### src/rtl/ffp_pkg.sv
// ============================================================================
// ffp_pkg
// Shared types, constants and index helpers for the fundamental matrix core.
// ============================================================================
package ffp_pkg;

    // Width of the exact determinant accumulator.
    localparam int ACC_W = 132;

    // Controller states.
    typedef enum logic [1:0] {
        S_IDLE,
        S_MINOR,
        S_PROD,
        S_EMIT
    } state_t;

    // Command word from the controller to the datapath.
    typedef struct packed {
        logic       load;         // store the accepted element
        logic [1:0] elem;         // element of the current 2x2 minor to read
        logic [3:0] minor_idx;    // minor being formed, 0..5 first camera, 6..11 second
        logic [1:0] ent_i;        // output row of the current entry
        logic [1:0] ent_j;        // output column of the current entry
        logic       opa_load;     // capture the read word as first factor
        logic       mul_en;       // multiply factor by read word
        logic       minor_load;   // capture first minor product
        logic       minor_store;  // subtract second product and store minor
        logic       acc_clear;    // clear the determinant accumulator
        logic       pp_en;        // form one partial product of a minor pair
        logic [1:0] pp_sel;       // which 32-bit halves go into the partial product
        logic       acc_en;       // accumulate the registered partial product
        logic [1:0] acc_sel;      // halves of the partial product being accumulated
        logic [2:0] pair;         // column pair of the Laplace expansion
        logic       emit;         // present the finished entry
        logic       emit_last;    // the entry is the ninth one
    } cmd_t;

    // Row that follows base by off places, modulo three.
    function automatic logic [1:0] rot_row(input logic [1:0] base, input logic [1:0] off);
        logic [2:0] s;
        s = {1'b0, base} + {1'b0, off};
        if (s >= 3'd3)
            s = s - 3'd3;
        return s[1:0];
    endfunction

    // Column of a Laplace pair: pairs are (0,1) (0,2) (0,3) (1,2) (1,3) (2,3).
    function automatic logic [1:0] pair_col(input logic [2:0] p, input logic second);
        logic [1:0] c;
        case (p)
            3'd0: c = second ? 2'd1 : 2'd0;
            3'd1: c = second ? 2'd2 : 2'd0;
            3'd2: c = second ? 2'd3 : 2'd0;
            3'd3: c = second ? 2'd2 : 2'd1;
            3'd4: c = second ? 2'd3 : 2'd1;
            3'd5: c = second ? 2'd3 : 2'd2;
            default: c = 2'd0;
        endcase
        return c;
    endfunction

    // Sign of the Laplace term for a column pair.
    function automatic logic pair_neg(input logic [2:0] p);
        return (p == 3'd1) || (p == 3'd4);
    endfunction

    // Store address of an element of a 2x2 minor. Minors 6..11 use the
    // complementary column pair on the second camera, so that minor k of the
    // first camera and minor k+6 of the second form one expansion term.
    function automatic logic [4:0] elem_addr(input logic [1:0] ei, input logic [1:0] ej,
                                             input logic [3:0] k, input logic [1:0] e);
        logic       is_b;
        logic [2:0] p;
        logic [1:0] r;
        logic [1:0] c;
        is_b = (k >= 4'd6);
        p    = is_b ? (3'd5 - (k[2:0] - 3'd6)) : k[2:0];
        r    = rot_row(is_b ? ei : ej, e[1] ? 2'd2 : 2'd1);
        c    = pair_col(p, e[0]);
        return (is_b ? 5'd12 : 5'd0) + {1'b0, r, 2'b00} + {3'b000, c};
    endfunction

endpackage

### src/rtl/ffp_ctrl.sv
// ============================================================================
// ffp_ctrl
// Sequencer for loading, minor formation, term accumulation and emission.
// ============================================================================
module ffp_ctrl (
    input  logic           clk,
    input  logic           rst_n,
    input  logic           start,
    input  logic           last,
    output logic           busy,
    output ffp_pkg::cmd_t  cmd
);

    ffp_pkg::state_t state_reg, state_next;
    logic [1:0] i_reg, i_next;
    logic [1:0] j_reg, j_next;
    logic [3:0] k_reg, k_next;
    logic [2:0] cyc_reg, cyc_next;
    logic       accept;

    assign accept = start && (state_reg == ffp_pkg::S_IDLE);
    assign busy   = (state_reg != ffp_pkg::S_IDLE);

    // State and counter registers.
    always_ff @(posedge clk or negedge rst_n)
    begin
        if (!rst_n)
        begin
            state_reg <= ffp_pkg::S_IDLE;
            i_reg     <= '0;
            j_reg     <= '0;
            k_reg     <= '0;
            cyc_reg   <= '0;
        end
        else
        begin
            state_reg <= state_next;
            i_reg     <= i_next;
            j_reg     <= j_next;
            k_reg     <= k_next;
            cyc_reg   <= cyc_next;
        end
    end

    // Next state and counters.
    always_comb
    begin
        state_next = state_reg;
        i_next     = i_reg;
        j_next     = j_reg;
        k_next     = k_reg;
        cyc_next   = cyc_reg;
        case (state_reg)
            ffp_pkg::S_IDLE:
            begin
                if (accept && last)
                    state_next = ffp_pkg::S_MINOR;
            end
            ffp_pkg::S_MINOR:
            begin
                if (cyc_reg == 3'd5)
                begin
                    cyc_next = '0;
                    if (k_reg == 4'd11)
                    begin
                        k_next     = '0;
                        state_next = ffp_pkg::S_PROD;
                    end
                    else
                        k_next = k_reg + 4'd1;
                end
                else
                    cyc_next = cyc_reg + 3'd1;
            end
            ffp_pkg::S_PROD:
            begin
                if (cyc_reg == 3'd4)
                begin
                    cyc_next = '0;
                    if (k_reg == 4'd5)
                    begin
                        k_next     = '0;
                        state_next = ffp_pkg::S_EMIT;
                    end
                    else
                        k_next = k_reg + 4'd1;
                end
                else
                    cyc_next = cyc_reg + 3'd1;
            end
            ffp_pkg::S_EMIT:
            begin
                state_next = ffp_pkg::S_MINOR;
                if (j_reg == 2'd2)
                begin
                    j_next = '0;
                    if (i_reg == 2'd2)
                    begin
                        i_next     = '0;
                        state_next = ffp_pkg::S_IDLE;
                    end
                    else
                        i_next = i_reg + 2'd1;
                end
                else
                    j_next = j_reg + 2'd1;
            end
            default:
                state_next = ffp_pkg::S_IDLE;
        endcase
    end

    // Command outputs.
    always_comb
    begin
        cmd           = '0;
        cmd.load      = accept;
        cmd.minor_idx = k_reg;
        cmd.ent_i     = i_reg;
        cmd.ent_j     = j_reg;
        cmd.pair      = k_reg[2:0];
        cmd.pp_sel    = cyc_reg[1:0];
        cmd.acc_sel   = 2'(cyc_reg - 3'd1);
        case (state_reg)
            ffp_pkg::S_MINOR:
            begin
                // Read order: a, d, b, c of the minor ad - bc.
                case (cyc_reg)
                    3'd0:    cmd.elem = 2'd0;
                    3'd1:    cmd.elem = 2'd3;
                    3'd2:    cmd.elem = 2'd1;
                    default: cmd.elem = 2'd2;
                endcase
                cmd.opa_load    = (cyc_reg == 3'd1) || (cyc_reg == 3'd3);
                cmd.mul_en      = (cyc_reg == 3'd2) || (cyc_reg == 3'd4);
                cmd.minor_load  = (cyc_reg == 3'd3);
                cmd.minor_store = (cyc_reg == 3'd5);
                cmd.acc_clear   = (cyc_reg == 3'd0) && (k_reg == 4'd0);
            end
            ffp_pkg::S_PROD:
            begin
                cmd.pp_en  = (cyc_reg < 3'd4);
                cmd.acc_en = (cyc_reg != 3'd0);
            end
            ffp_pkg::S_EMIT:
            begin
                cmd.emit      = 1'b1;
                cmd.emit_last = (i_reg == 2'd2) && (j_reg == 2'd2);
            end
            default:
            begin
                cmd.elem = 2'd0;
            end
        endcase
    end

endmodule

### config.mk
export PLATFORM = sky130hd
export DESIGN_NAME = ffp_ctrl
export DESIGN_NICKNAME = d
export VERILOG_FILES = /design/src/rtl/ffp_pkg.sv /design/src/rtl/ffp_ctrl.sv
export SDC_FILE = /design/constraint.sdc
export NUM_CORES = 1
export LEC_CHECK = 0
export ABC_AREA = 0
export BUFFER_PORTS_ARGS = -buffer_cell sky130_fd_sc_hd__buf_2
export CAP_MARGIN = 20
export CORE_MARGIN = 1
export CORE_UTILIZATION = 50
export DETAILED_ROUTE_END_ITERATION = 10
export HOLD_SLACK_MARGIN = 0.1
export PLACE_DENSITY = 0.89
export SYNTH_ARGS = -nofsm -noshare
export SYNTH_HDL_FRONTEND = slang
export SYNTH_SLANG_ARGS = --single-unit
### constraint.sdc
create_clock -name clk -period 2.2 [get_ports clk]
set_clock_uncertainty 0.05 [all_clocks]
set_input_delay 0.44 -clock clk [delete_from_list [all_inputs] [get_ports clk]]
set_output_delay 0.44 -clock clk [all_outputs]
set_load 0.005 [all_outputs]
==> run_results.csv <==
group,metric,value,unit
grt,grt_pass1_wl,3.24,mm
grt,overflow,0,
sta,finalSetupTns,0,ns
cells_and_area,diodes,0,
clock_tree,clock_latency,0.27,ns
outcome,outcome,"finished, final reports clean",
critical_path,crit_path_end_kind,"primary output",
synthesis,syn-num-nets,134,
cells_and_area,utilization,61.7,%
critical_path,worst-setup-path-type,"reg -> out",
cells_and_area,largest_reg_flops,4,
sta,finalSetupViolations,0,
synthesis,synth_most_common_cell,"ha_1",
synthesis,synth_xor_area_share,0,%
synthesis,seq_area_frac_synth,31.4,%
synthesis,yosysTopAreaCellShare,31.4,%
critical_path,crit_slowest_cell,"dfrtp_1",
critical_path,slowest_delay,0.43,ns
grt,grt_max_degree,14,
grt,antenna_found_initial,0,
place,gp_congestion,0.839,
cells_and_area,area.growth.synth_to_final,16.9,%
run,max_cap_violations,0,
synthesis,ys_async_sr_fraction,100,%
power_and_ir_drop,p_leak,0.627,nW
synthesis,synth_top_family_by_area,"simple AND/OR/NAND/NOR gates",
synthesis,synthSimpleGateAreaFrac,19.3,%
detailed_routing,via_count,901,
floorplan,placementRows,16,
clock_tree,cts_root_buf,"clkbuf_4",
synthesis,yosysWarnings,0,
clock_tree,cts_sinks,13,
sta,worst_pin_slew,0.404,ns
place,dp_hpwl,1.63,mm
critical_path,critical-path-top-delay-family,"flip-flops",
floorplan,start_util,52.7,%
sta,max_slew_margin,73.0,%
critical_path,critPathMaxFanout,10,
sta,fin_crit_sh,91.7,%
synthesis,synthMuxAreaShare,4.11,%
critical_path,worst_ep_required_time,1.71,ns
sta,slew_violations,0,
grt,grtUsageTotal,20.6,%
floorplan,fp.dieW,47.5,µm
clock_tree,numCtsBuffers,3,
synthesis,yosysTopAreaCell,"dfrtp_1",
critical_path,cp_num_buf_inv,3,
sta,rsz0062_at_grt,"false",
critical_path,crit_cells,5,
synthesis,synth_common_cells,"14 x ha_1, 13 x dfrtp_1, 11 x inv_1",
clock_tree,cts_setup_buffers,0,
synthesis,synth-adder-area-share,16.9,%
detailed_routing,drc_errors,0,
critical_path,ff2ff_path_depth,6,
synthesis,synthFlopType,"dfrtp_1",
detailed_routing,ant_nets,0,
synthesis,yosys-top-cells-area,"dfrtp_1 31%, ha_1 17%, buf_4 4.4%",
clock_tree,cts_tree,"yes",
worst_hold_path,hold_class,"in -> async",
power_and_ir_drop,ir_drop,0.764,mV
critical_path,critPathLaunchType,"flip-flop",
synthesis,avgSynthCellArea,8.92,µm²
floorplan,core,1960,µm²
critical_path,cp_data_arrival_time,1.53,ns
synthesis,synth_cells,116,
clock_tree,clk_pin_slew,0.08,ns
synthesis,ys_seq_elements,13,
critical_path,worst_path_most_repeated_cell,"inv_1",
sta,fmax,0.496,GHz
critical_path,crit_chain,"inv_1 > ha_2 > inv_1 > a21oi_1 > buf_2",
floorplan,fp.dieArea,2260,µm²
critical_path,rrSetupSlack,0.34,ns
power_and_ir_drop,pwr_density_cell,1430,nW/µm²
synthesis,synth_edf_count,0,
cells_and_area,nNetsFinal,163,
synthesis,synth_compound_area_share,17.5,%
clock_tree,htree_num_levels,1,
detailed_routing,firstDrtPassIters,4,
cells_and_area,drive_gt1_share,28.5,%
place,numPortBuffers,31,
detailed_routing,via_per_inst,5.27,
floorplan,io_pins,32,
synthesis,syn_area,1030,µm²
synthesis,synth.distinct_cells,40,
clock_tree,clk_path_buf_depth,2,
sta,hold_viol,0,
detailed_routing,routed_wirelength,2.03,mm
floorplan,die_y,47.5,µm
detailed_routing,wl_per_cell,11.9,µm
sta,finalCriticalPeriod,2.02,ns
grt,grt_pass1_vias,772,
detailed_routing,drt_iter0_drc,14,
## power breakdown
part / switching (W) / leakage (nW) / internal, W
Sequential: 0.000154 / 0.164 / 0.000353
Combinational: 0.000566 / 0.449 / 0.000514
Clock: 0.0000736 / 0.0150 / 0.0000702
Total: 0.000794 / 0.627 / 0.000937
## worst paths after layout
path                                           from                        to
min                                           rst_n    cyc_reg[2]$_DFFE_PN0P_
min reg2reg                    j_reg[1]$_DFFE_PN0P_      j_reg[1]$_DFFE_PN0P_
min in group clk               j_reg[1]$_DFFE_PN0P_      j_reg[1]$_DFFE_PN0P_
max in group asynchronous                     rst_n      k_reg[1]$_DFFE_PN0P_
max                        state_reg[0]$_DFFE_PN0P_                    cmd[7]
max reg2reg                  cyc_reg[0]$_DFFE_PN0P_  state_reg[0]$_DFFE_PN0P_
## what timing repair did
action / CTS / global route
resized for setup: 0 / 4
hold buffers: 1 / 0
hold endpoints to repair: 13 / 0
endpoints found under the setup margin: 0 / 3
## cells in the final DEF, fill, tap and decap left out, types with 2 or more instances in the layout
master,count
buf_2,31
dfrtp_1,13
ha_1,11
inv_1,10
nand2_1,10
nand2b_1,7
o21ai_0,6
nor2_1,5
a21oi_1,5
o22ai_1,3
ha_2,3
clkbuf_4,3
nand3_1,2
and2_1,2
nor2b_1,2
o21ai_1,2
mux2_1,2
mux2i_1,2
## routing by layer
layer | up-vias | GRT usage, % | share of wire, %
met3 | 2 | 3.40 | 2.9
met1 | 422 | 27.0 | 47
met5 | - | 0 | 0
met2 | 24 | 35.6 | 49
met4 | 0 | 5.14 | 0.93
li1 | 453 | - | -
## layout make-up
cell class / instances / area [µm²]
multi-input combinational: 82 / 607
sequential: 13 / 325
clock buffer: 4 / 26.3
timing repair buffer: 33 / 173
inverter: 12 / 45.0
fill: 192 / 752
tap: 27 / 33.8
## through the flow
| step | setup WS, ns | hold slack, ns | power, W | instances | instance area [µm²] |
|---|---|---|---|---|---|
| detailed placement | 0.264 | 0.290 | 0.00158 | 166 | 1170 |
| global placement | 0.341 | 0.283 | 0.00152 | 166 | 1170 |
| global route | 0.0137 | 0.544 | 0.00191 | 171 | 1210 |
| CTS | 0.0574 | 0.524 | 0.00173 | 171 | 1200 |
| finish | 0.182 | 0.519 | 0.00173 | 171 | 1210 |
| floorplan | 0.395 | 0.0944 | 0.00127 | 116 | 1030 |
## kinds of logic after synthesis
group           after synthesis
fa+ha+maj                    14
simple gates                 37
compound gates               27
mux                           4
buf+inv                      21
flops                        13
Power figures use the tool's default switching activity.
